--- src/hw/rtl/srm_pkg.sv ---
// package for the spi register access master
// types, field widths and codes shared by all files of the block
`timescale 1ns / 1ps
`default_nettype none

package srm_pkg;

  localparam int KIND_W = 2;
  localparam int ADDR_W = 6;
  localparam int DATA_W = 24;
  localparam int HALF_W = 16;

  localparam logic [KIND_W-1:0] KIND_TICK  = 2'd0;
  localparam logic [KIND_W-1:0] KIND_WRITE = 2'd1;
  localparam logic [KIND_W-1:0] KIND_READ  = 2'd2;

  localparam logic [HALF_W-1:0] HALF_RESET = 16'd100;

  typedef enum logic [1:0] {
    PH_IDLE = 2'd0,
    PH_LOW  = 2'd1,
    PH_HIGH = 2'd2,
    PH_TAIL = 2'd3
  } phase_t;

  typedef struct packed {
    logic              sck_level;
    logic              sdi_level;
    logic              enable_level;
    logic              busy_res;
    logic              done_res;
    logic [DATA_W-1:0] read_data;
  } srm_result_t;

endpackage

`default_nettype wire

--- src/hw/rtl/srm_ifs.sv ---
// channel interfaces of the spi register access master
// depends on srm_pkg for field widths
`timescale 1ns / 1ps
`default_nettype none

interface srm_cmd_if;
  logic                      valid;
  logic                      ready;
  logic [srm_pkg::KIND_W-1:0] kind;
  logic [srm_pkg::ADDR_W-1:0] reg_address;
  logic [srm_pkg::DATA_W-1:0] wr_value;
  logic                      sdo_level;

  modport source (output valid, kind, reg_address, wr_value, sdo_level, input ready);
  modport sink (input valid, kind, reg_address, wr_value, sdo_level, output ready);
endinterface

interface srm_rsp_if;
  logic                      valid;
  logic                      ready;
  logic                      sck_level;
  logic                      sdi_level;
  logic                      enable_level;
  logic                      busy_res;
  logic                      done_res;
  logic [srm_pkg::DATA_W-1:0] read_data;

  modport source (output valid, sck_level, sdi_level, enable_level, busy_res, done_res,
                  read_data, input ready);
  modport sink (input valid, sck_level, sdi_level, enable_level, busy_res, done_res,
                read_data, output ready);
endinterface

interface srm_cfg_if;
  logic                      valid;
  logic                      ready;
  logic [srm_pkg::HALF_W-1:0] data;

  modport source (output valid, data, input ready);
  modport sink (input valid, data, output ready);
endinterface

`default_nettype wire

--- src/hw/rtl/spi_register_access_master_unit.sv ---
// top level of the spi register access master
// depends on srm_pkg, srm_ifs, srm_seq and srm_obuf
`timescale 1ns / 1ps
`default_nettype none

// SPI master that runs one register access at a time. Every transfer on cmd is one
// tick of the pin sequencer and yields exactly one transfer on rsp showing the pin
// levels after that tick. kind write or read starts a frame of 1 + ADDR_W + DATA_W
// bits (31), MSB first: read flag, address, data. Each bit is one half period
// with sck low, then one with sck high; a read samples sdo as sck falls on the data
// bits. A closing half period with sck low follows the last bit, then enable drops
// and done_res pulses. Starts that arrive during a frame are ignored. Rate: one cmd
// transfer per clock, set by the single pass of the sequencer logic between its
// state registers and the rsp register; cmd stalls only when the rsp register and
// its skid entry are both full. The half period length, in ticks, is written
// through cfg (reset 100, zero counts as one) and is taken at once.
module spi_register_access_master_unit (
  input wire logic  clk,
  input wire logic  rst,
  srm_cmd_if.sink   cmd,
  srm_rsp_if.source rsp,
  srm_cfg_if.sink   cfg
);
  import srm_pkg::*;

  logic              step;
  logic              can_push;
  logic [HALF_W-1:0] half_period;
  srm_result_t       seq_result;
  srm_result_t       rsp_data;

  // configuration register, always ready
  assign cfg.ready = 1'b1;

  always_ff @(posedge clk) begin
    if (rst) begin
      half_period <= HALF_RESET;
    end else if (cfg.valid) begin
      half_period <= cfg.data;
    end
  end

  // a tick advances the sequencer only when its result has a place to go
  assign cmd.ready = can_push;
  assign step      = cmd.valid && can_push;

  srm_seq u_seq (
    .clk         (clk),
    .rst         (rst),
    .step        (step),
    .kind        (cmd.kind),
    .reg_address (cmd.reg_address),
    .wr_value    (cmd.wr_value),
    .sdo_level   (cmd.sdo_level),
    .half_period (half_period),
    .result      (seq_result)
  );

  // rsp register plus skid entry
  srm_obuf u_obuf (
    .clk       (clk),
    .rst       (rst),
    .push      (step),
    .push_data (seq_result),
    .can_push  (can_push),
    .out_valid (rsp.valid),
    .out_ready (rsp.ready),
    .out_data  (rsp_data)
  );

  assign rsp.sck_level    = rsp_data.sck_level;
  assign rsp.sdi_level    = rsp_data.sdi_level;
  assign rsp.enable_level = rsp_data.enable_level;
  assign rsp.busy_res     = rsp_data.busy_res;
  assign rsp.done_res     = rsp_data.done_res;
  assign rsp.read_data    = rsp_data.read_data;

endmodule

`default_nettype wire

--- src/hw/rtl/srm_seq.sv ---
// frame sequencer: phase, bit and tick counters, shift registers
// depends on srm_pkg
`timescale 1ns / 1ps
`default_nettype none

module srm_seq (
  input  wire logic                       clk,
  input  wire logic                       rst,
  input  wire logic                       step,
  input  wire logic [srm_pkg::KIND_W-1:0] kind,
  input  wire logic [srm_pkg::ADDR_W-1:0] reg_address,
  input  wire logic [srm_pkg::DATA_W-1:0] wr_value,
  input  wire logic                       sdo_level,
  input  wire logic [srm_pkg::HALF_W-1:0] half_period,
  output srm_pkg::srm_result_t            result
);
  import srm_pkg::*;

  localparam int FRAME_BITS = 1 + ADDR_W + DATA_W;
  localparam int IDX_W      = $clog2(FRAME_BITS);
  localparam logic [IDX_W-1:0] LAST_IDX   = IDX_W'(FRAME_BITS - 1);
  localparam logic [IDX_W-1:0] FIRST_DATA = IDX_W'(1 + ADDR_W);

  phase_t                  phase, phase_next;
  logic [IDX_W-1:0]        bit_index, bit_index_next;
  logic [HALF_W-1:0]       tick_count, tick_count_next;
  logic [FRAME_BITS-1:0]   out_shift, out_shift_next;
  logic [DATA_W-1:0]       in_shift, in_shift_next;
  logic                    is_read, is_read_next;
  logic                    done;
  logic                    rd;
  logic [HALF_W-1:0]       h;

  assign h = (half_period == '0) ? HALF_W'(1) : half_period;

  always_comb begin
    phase_next      = phase;
    bit_index_next  = bit_index;
    tick_count_next = tick_count;
    out_shift_next  = out_shift;
    in_shift_next   = in_shift;
    is_read_next    = is_read;
    done            = 1'b0;
    rd              = (kind == KIND_READ);
    case (phase)
      PH_IDLE: begin
        if (kind inside {KIND_WRITE, KIND_READ}) begin
          is_read_next    = rd;
          out_shift_next  = {rd, reg_address, rd ? {DATA_W{1'b0}} : wr_value};
          if (rd) begin
            in_shift_next = '0;
          end
          bit_index_next  = '0;
          tick_count_next = HALF_W'(1);
          phase_next      = PH_LOW;
        end
      end
      PH_LOW: begin
        if (tick_count >= h) begin
          phase_next      = PH_HIGH;
          tick_count_next = HALF_W'(1);
        end else begin
          tick_count_next = tick_count + HALF_W'(1);
        end
      end
      PH_HIGH: begin
        if (tick_count >= h) begin
          // sample sdo as sck falls, data part of a read only
          if (is_read && bit_index >= FIRST_DATA) begin
            in_shift_next = {in_shift[DATA_W-2:0], sdo_level};
          end
          tick_count_next = HALF_W'(1);
          if (bit_index >= LAST_IDX) begin
            phase_next = PH_TAIL;
          end else begin
            bit_index_next = bit_index + IDX_W'(1);
            out_shift_next = {out_shift[FRAME_BITS-2:0], 1'b0};
            phase_next     = PH_LOW;
          end
        end else begin
          tick_count_next = tick_count + HALF_W'(1);
        end
      end
      PH_TAIL: begin
        if (tick_count >= h) begin
          phase_next      = PH_IDLE;
          tick_count_next = '0;
          bit_index_next  = '0;
          done            = 1'b1;
        end else begin
          tick_count_next = tick_count + HALF_W'(1);
        end
      end
      default: begin
        phase_next = PH_IDLE;
      end
    endcase
  end

  always_comb begin
    result.sck_level    = (phase_next == PH_HIGH);
    result.sdi_level    = (phase_next == PH_LOW || phase_next == PH_HIGH) &&
                          out_shift_next[FRAME_BITS-1];
    result.enable_level = (phase_next != PH_IDLE);
    result.busy_res     = (phase_next != PH_IDLE);
    result.done_res     = done;
    result.read_data    = in_shift_next;
  end

  always_ff @(posedge clk) begin
    if (rst) begin
      phase      <= PH_IDLE;
      bit_index  <= '0;
      tick_count <= '0;
      out_shift  <= '0;
      in_shift   <= '0;
      is_read    <= 1'b0;
    end else if (step) begin
      phase      <= phase_next;
      bit_index  <= bit_index_next;
      tick_count <= tick_count_next;
      out_shift  <= out_shift_next;
      in_shift   <= in_shift_next;
      is_read    <= is_read_next;
    end
  end

endmodule

`default_nettype wire

--- src/hw/rtl/srm_obuf.sv ---
// result register with one skid entry
// depends on srm_pkg
`timescale 1ns / 1ps
`default_nettype none

module srm_obuf (
  input  wire logic          clk,
  input  wire logic          rst,
  input  wire logic          push,
  input  wire srm_pkg::srm_result_t push_data,
  output logic               can_push,
  output logic               out_valid,
  input  wire logic          out_ready,
  output srm_pkg::srm_result_t out_data
);
  import srm_pkg::*;

  srm_result_t skid;
  logic        skid_valid;
  logic        pop;

  assign pop      = out_valid && out_ready;
  assign can_push = !skid_valid;

  always_ff @(posedge clk) begin
    if (rst) begin
      out_valid  <= 1'b0;
      skid_valid <= 1'b0;
    end else if (skid_valid) begin
      if (pop) begin
        skid_valid <= 1'b0;
      end
    end else if (push) begin
      if (!out_valid || pop) begin
        out_valid <= 1'b1;
      end else begin
        skid_valid <= 1'b1;
      end
    end else if (pop) begin
      out_valid <= 1'b0;
    end
  end

  always_ff @(posedge clk) begin
    if (skid_valid) begin
      if (pop) begin
        out_data <= skid;
      end
    end else if (push) begin
      if (!out_valid || pop) begin
        out_data <= push_data;
      end else begin
        skid <= push_data;
      end
    end
  end

endmodule

`default_nettype wire

--- src/flat_wrapper.sv ---
// flat-port wrapper written by rule: the top's interface ports become plain ports
module spi_register_access_master_unit_flat import srm_pkg::*;
  (clk, rst, cmd_valid, cmd_kind, cmd_reg_address, cmd_wr_value, cmd_sdo_level, cmd_ready, rsp_valid, rsp_sck_level, rsp_sdi_level, rsp_enable_level, rsp_busy_res, rsp_done_res, rsp_read_data, rsp_ready, cfg_valid, cfg_data, cfg_ready);
  srm_cmd_if cmd_i ();
  srm_rsp_if rsp_i ();
  srm_cfg_if cfg_i ();
  input wire logic clk;
  input wire logic rst;
  input wire logic [$bits(cmd_i.valid)-1:0] cmd_valid;
  input wire logic [$bits(cmd_i.kind)-1:0] cmd_kind;
  input wire logic [$bits(cmd_i.reg_address)-1:0] cmd_reg_address;
  input wire logic [$bits(cmd_i.wr_value)-1:0] cmd_wr_value;
  input wire logic [$bits(cmd_i.sdo_level)-1:0] cmd_sdo_level;
  output wire logic [$bits(cmd_i.ready)-1:0] cmd_ready;
  output wire logic [$bits(rsp_i.valid)-1:0] rsp_valid;
  output wire logic [$bits(rsp_i.sck_level)-1:0] rsp_sck_level;
  output wire logic [$bits(rsp_i.sdi_level)-1:0] rsp_sdi_level;
  output wire logic [$bits(rsp_i.enable_level)-1:0] rsp_enable_level;
  output wire logic [$bits(rsp_i.busy_res)-1:0] rsp_busy_res;
  output wire logic [$bits(rsp_i.done_res)-1:0] rsp_done_res;
  output wire logic [$bits(rsp_i.read_data)-1:0] rsp_read_data;
  input wire logic [$bits(rsp_i.ready)-1:0] rsp_ready;
  input wire logic [$bits(cfg_i.valid)-1:0] cfg_valid;
  input wire logic [$bits(cfg_i.data)-1:0] cfg_data;
  output wire logic [$bits(cfg_i.ready)-1:0] cfg_ready;
  assign cmd_i.valid = cmd_valid;
  assign cmd_i.kind = cmd_kind;
  assign cmd_i.reg_address = cmd_reg_address;
  assign cmd_i.wr_value = cmd_wr_value;
  assign cmd_i.sdo_level = cmd_sdo_level;
  assign cmd_ready = cmd_i.ready;
  assign rsp_valid = rsp_i.valid;
  assign rsp_sck_level = rsp_i.sck_level;
  assign rsp_sdi_level = rsp_i.sdi_level;
  assign rsp_enable_level = rsp_i.enable_level;
  assign rsp_busy_res = rsp_i.busy_res;
  assign rsp_done_res = rsp_i.done_res;
  assign rsp_read_data = rsp_i.read_data;
  assign rsp_i.ready = rsp_ready;
  assign cfg_i.valid = cfg_valid;
  assign cfg_i.data = cfg_data;
  assign cfg_ready = cfg_i.ready;
  spi_register_access_master_unit u_core (.clk(clk), .rst(rst), .cmd(cmd_i), .rsp(rsp_i), .cfg(cfg_i));
endmodule
--- config.mk ---
export PLATFORM = sky130hd
export DESIGN_NAME = spi_register_access_master_unit_flat
export DESIGN_NICKNAME = d
export VERILOG_FILES = /design/src/hw/rtl/srm_pkg.sv /design/src/hw/rtl/srm_ifs.sv /design/src/hw/rtl/spi_register_access_master_unit.sv /design/src/hw/rtl/srm_seq.sv /design/src/hw/rtl/srm_obuf.sv /design/src/flat_wrapper.sv
export SDC_FILE = /design/constraint.sdc
export NUM_CORES = 1
export LEC_CHECK = 0
export ABC_AREA = 1
export BUFFER_PORTS_ARGS = -buffer_cell sky130_fd_sc_hd__buf_2
export CAP_MARGIN = 20
export CORE_UTILIZATION = 60
export DETAILED_ROUTE_END_ITERATION = 16
export PLACE_DENSITY = 0.79
export RECOVER_POWER = 100
export SLEW_MARGIN = 10
export SYNTH_ARGS = -nofsm -noshare
export SYNTH_HDL_FRONTEND = slang
export SYNTH_SLANG_ARGS = --single-unit
--- constraint.sdc ---
create_clock -name clk -period 3 [get_ports clk]
set_input_delay 0.45 -clock clk [delete_from_list [all_inputs] [get_ports clk]]
set_output_delay 0.45 -clock clk [all_outputs]
set_load 0.1 [all_outputs]
==> results by group <==
Outcome
  • Status: finished, violations left
  • Failing checks: capacitance limit, slew limit

Clock tree
  • CTS root buffer: clkbuf_16
  • Clock sink count: 153
  • H-tree depth: 4
  • TritonCTS Buffers: 17
  • # Post-CTS Setup Buffers: 0
  • Clk buf depth: 2
  • Clock latency on the worst-skew pair: 0.42 ns
  • CTS clk-pin slew, worst paths: 0.06 ns
  • CTS tree: built

Global routing
  • Remaining global-route overflow: 0
  • Vias in the first global route: 7126
  • Largest net degree at the start of global routing: 60
  • Total GRT Usage: 28.35%
  • Initial antenna violation count: 0
  • First-pass GRT wire length: 33.26 mm

Drt
  • M1 wire length: 8.537 mm
  • DRC violations left: 0
  • DR WL met3: 1.092 mm
  • Via count: 7784
  • Initial DRT Pass Iterations: 5
  • Final ANT Viol Nets: 0
  • Drt initial violations: 686
  • Max Used Layer: met4
  • Drt total wl: 19.72 mm
  • Routed wl met2: 9.719 mm
  • Via/cell ratio: 5.328
  • Drt wl/cell: 13.50 µm

Logic synthesis
  • Avg Synthesized Cell Area: 7.032 µm²
  • Yosys warns: 0
  • Sequential share of the synthesized area: 42.62%
  • Cells after synthesis: 1209
  • Syn nets: 1290
  • Synthesized area: 8502 µm²
  • Distinct cells, synth: 37
  • FF+latch count, synth: 153

STA
  • Crit path time final: 2.728 ns
  • Hold Slack: 0.2514 ns
  • Hold Vio Cnt, Final: 0
  • Max_slew headroom: -60.05%
  • Layout Skew: 0.005714 ns
  • Unrepaired setup endpoints after global routing: false
  • Final slew viol count: 50
  • Crit share post-route: 90.92%
  • Finish-stage setup viols: 0
  • Slew @ Worst Pin: 2.401 ns
  • Setup TNS: 0 ns
  • Peak Freq: 366.6 MHz

Critical path
  • Worst Reg-to-Reg Cells: 14
  • Crit path from: u_core.half_period[7]
  • Crit-path cells: nor4_1 -> a41o_1 -> ha_1 -> nand4_1 -> nor2_1 -> nor2_1 -> nand2_1 -> nand2_2 -> nand2_2 -> a21oi_1 -> o21ai_0 -> ha_1 -> nand3_1 -> nand2_1
  • CP bufs+invs: 0
  • Critical-path maximum fanout: 7
  • Reg2reg start: u_core.half_period[7]
  • Max stage delay on crit path: 0.36 ns
  • Req. time, crit path: 3.17 ns
  • Classification of the worst setup path: flop to flop
  • Critical path launch point type: flop
  • Instance count on the critical path: 14
  • Cell family with most CP delay: simple AND/OR/NAND/NOR gates
  • Critical Path End Type: flop
  • CP max stage cell: o21ai_0
  • Crit path DAT: 2.90 ns

Final layout
  • Final net count: 1349
  • Fill cell count: 1191
  • N_diodes: 0
  • Fraction of layout cells with a size suffix above 1: 9.290%
  • Synthesis-to-layout area growth: 13.23%

Die
  • Die area: 14650 µm²
  • I/O Pins: 86
  • Row cnt: 43
  • Die Width: 121.0 µm
  • Die Span Y: 121.0 µm
  • Core Area: 13830 µm²
  • Initial Util: 61.49%

Placed design
  • DP HPWL: 12.56 mm
  • Final Wtd Congestion: 0.9005
  • IO Port Bufs: 84

Power and ir drop
  • PwrDens: 582.4 nW/µm²
  • Combinational power share: 17.8%
  • Internal: 3.937 mW
  • Cell leakage power: 4.508 nW
  • Register share of total power: 42.5%
  • Clock power share: 39.7%
  • Switching power: 1.669 mW
  • Switching Share: 29.77%
  • Max IR drop VDD: 322.0 µV

Worst hold path
  • Hold path depth: 3
  • Tightest Hold Check Type: primary input to flop
  • Worst Hold Launch: cfg_data[2]

Run
  • Max Cap Violations: 1
[final timing paths]
path                                endpoint  slack [ns]
hold reg to reg         u_core.u_seq.is_read        0.48
setup / recovery  u_core.u_obuf.out_data[27]        0.27
hold / removal         u_core.half_period[2]        0.25
setup reg to reg  u_core.u_obuf.out_data[27]        0.27
[cells in the final DEF, fill, tap and decap left out, types with 2 or more instances in the layout]
| cell | instances |
|---|---|
| inv_1 | 150 |
| clkinv_1 | 2 |
| nor2_1 | 91 |
| nor4_1 | 3 |
| clkbuf_16 | 17 |
| nand4_1 | 32 |
| edfxtp_1 | 56 |
| nor3_1 | 6 |
| o22ai_1 | 5 |
| clkinv_4 | 2 |
| ha_1 | 26 |
| o21ai_0 | 85 |
| bufinv_16 | 4 |
| clkbuf_2 | 3 |
| buf_4 | 20 |
| clkbuf_1 | 34 |
| a21oi_1 | 67 |
| xor2_1 | 9 |
| buf_2 | 52 |
| nand2_1 | 366 |
| nand2_2 | 2 |
| dfxtp_1 | 97 |
| o211ai_1 | 25 |
| nand3_1 | 98 |
| inv_2 | 4 |
| clkinvlp_4 | 2 |
| clkinv_2 | 4 |
[cells in the mapped netlist, drive strengths merged]
cell type | count | area (µm²)
nand2 | 368 | 1391
inv | 154 | 578.1
nand3 | 98 | 490.5
dfxtp | 97 | 1942
nor2 | 93 | 367.9
o21ai | 86 | 430.4
a21oi | 69 | 356.6
edfxtp | 56 | 1682
clkbuf | 39 | 147.6
nand4 | 32 | 200.2
buf | 31 | 150.2
ha | 27 | 337.8
o211ai | 25 | 187.7
xor2 | 9 | 78.83
nor3 | 6 | 30.03
o22ai | 5 | 31.28
nor4 | 4 | 25.02
or2 | 2 | 15.02
a21boi | 1 | 7.510
a22oi | 1 | 7.510
a41o | 1 | 10.01
conb | 1 | 3.750
nand3b | 1 | 7.510
nor3b | 1 | 7.510
o31ai | 1 | 7.510
xnor2 | 1 | 8.760
[power by group through the flow]
stage	combinational [mW]	clock [mW]	sequential (mW)
after global placement	0.989	0	2.42
after CTS	1.02	2.25	2.38
after global routing	1.11	2.33	2.40
final	0.998	2.23	2.38
after floorplan	0.521	0	2.69
after detailed placement	1.01	0	2.42
[through the flow]
step	setup slack (ns)	std cells	area [µm²]	power, mW	util, %
global route	0.06315	1461	9627	5.834	69.62
floorplan	0.2187	1209	8502	3.212	-
CTS	0.1186	1461	9693	5.644	70.10
detailed placement	0.1379	1429	9084	3.427	65.70
finish	0.2725	1461	9627	5.607	69.62
global placement	0.2447	1429	9084	3.404	65.70
[metal layers]
| metal | track usage, % | up-vias |
|---|---|---|
| met4 | 11.81 | 0 |
| met2 | 48.32 | 241 |
| met5 | 0 | - |
| li1 | - | 4038 |
| met1 | 35.53 | 3466 |
| met3 | 4.558 | 39 |
[area by class of cell]
| class | count | area, µm² | share of cell area (%) |
|---|---|---|---|
| clock buffer | 18 | 429.2 | 4.458 |
| timing repair buffer | 110 | 580.6 | 6.031 |
| clock inverter | 14 | 180.2 | 1.872 |
| sequential | 153 | 3623 | 37.64 |
| tap | 180 | 225.2 | 2.339 |
| multi-input combinational | 832 | 4010 | 41.66 |
| inverter | 154 | 578.1 | 6.005 |
[flip-flops by register name, indices dropped and copies added, names as in the netlist]
name                      flops
u_core.u_obuf.out_valid       1
u_core.u_seq.phase            2
u_core.u_seq.out_shift       31
u_core.u_seq.is_read          1
u_core.u_obuf.out_data       28
u_core.u_seq.tick_count      16
u_core.u_obuf.skid_valid      1
u_core.u_seq.bit_index        5
u_core.u_obuf.skid           28
u_core.u_seq.in_shift        24
u_core.half_period           16
[worst reg2reg max path: stages, from the launching register on]
cell	delay [ns]
dfxtp_1	0.33
nor4_1	0.32
a41o_1	0.22
ha_1	0.13
nand4_1	0.09
nor2_1	0.12
nor2_1	0.05
nand2_1	0.06
nand2_2	0.10
nand2_2	0.19
a21oi_1	0.06
o21ai_0	0.36
ha_1	0.32
nand3_1	0.08
nand2_1	0.05
[cells by family (layout without fill, tap and decap cells)]
group / count (synthesis) / count (layout) / share of synthesized area [%]
xor+xnor: 10 / 10 / 1.030
compound gates: 189 / 189 / 12.22
other cells: 1 / 1 / 0.04411
simple gates: 605 / 605 / 29.82
buf+inv: 224 / 296 / 10.30
fa+ha+maj: 27 / 27 / 3.973
flops: 153 / 153 / 42.62
[timing repair]
action                                  CTS  global route
endpoints found under the setup margin    0            10
resized for setup                         0             3
hold buffers                              0             0
(Power assumes the default switching activity.)
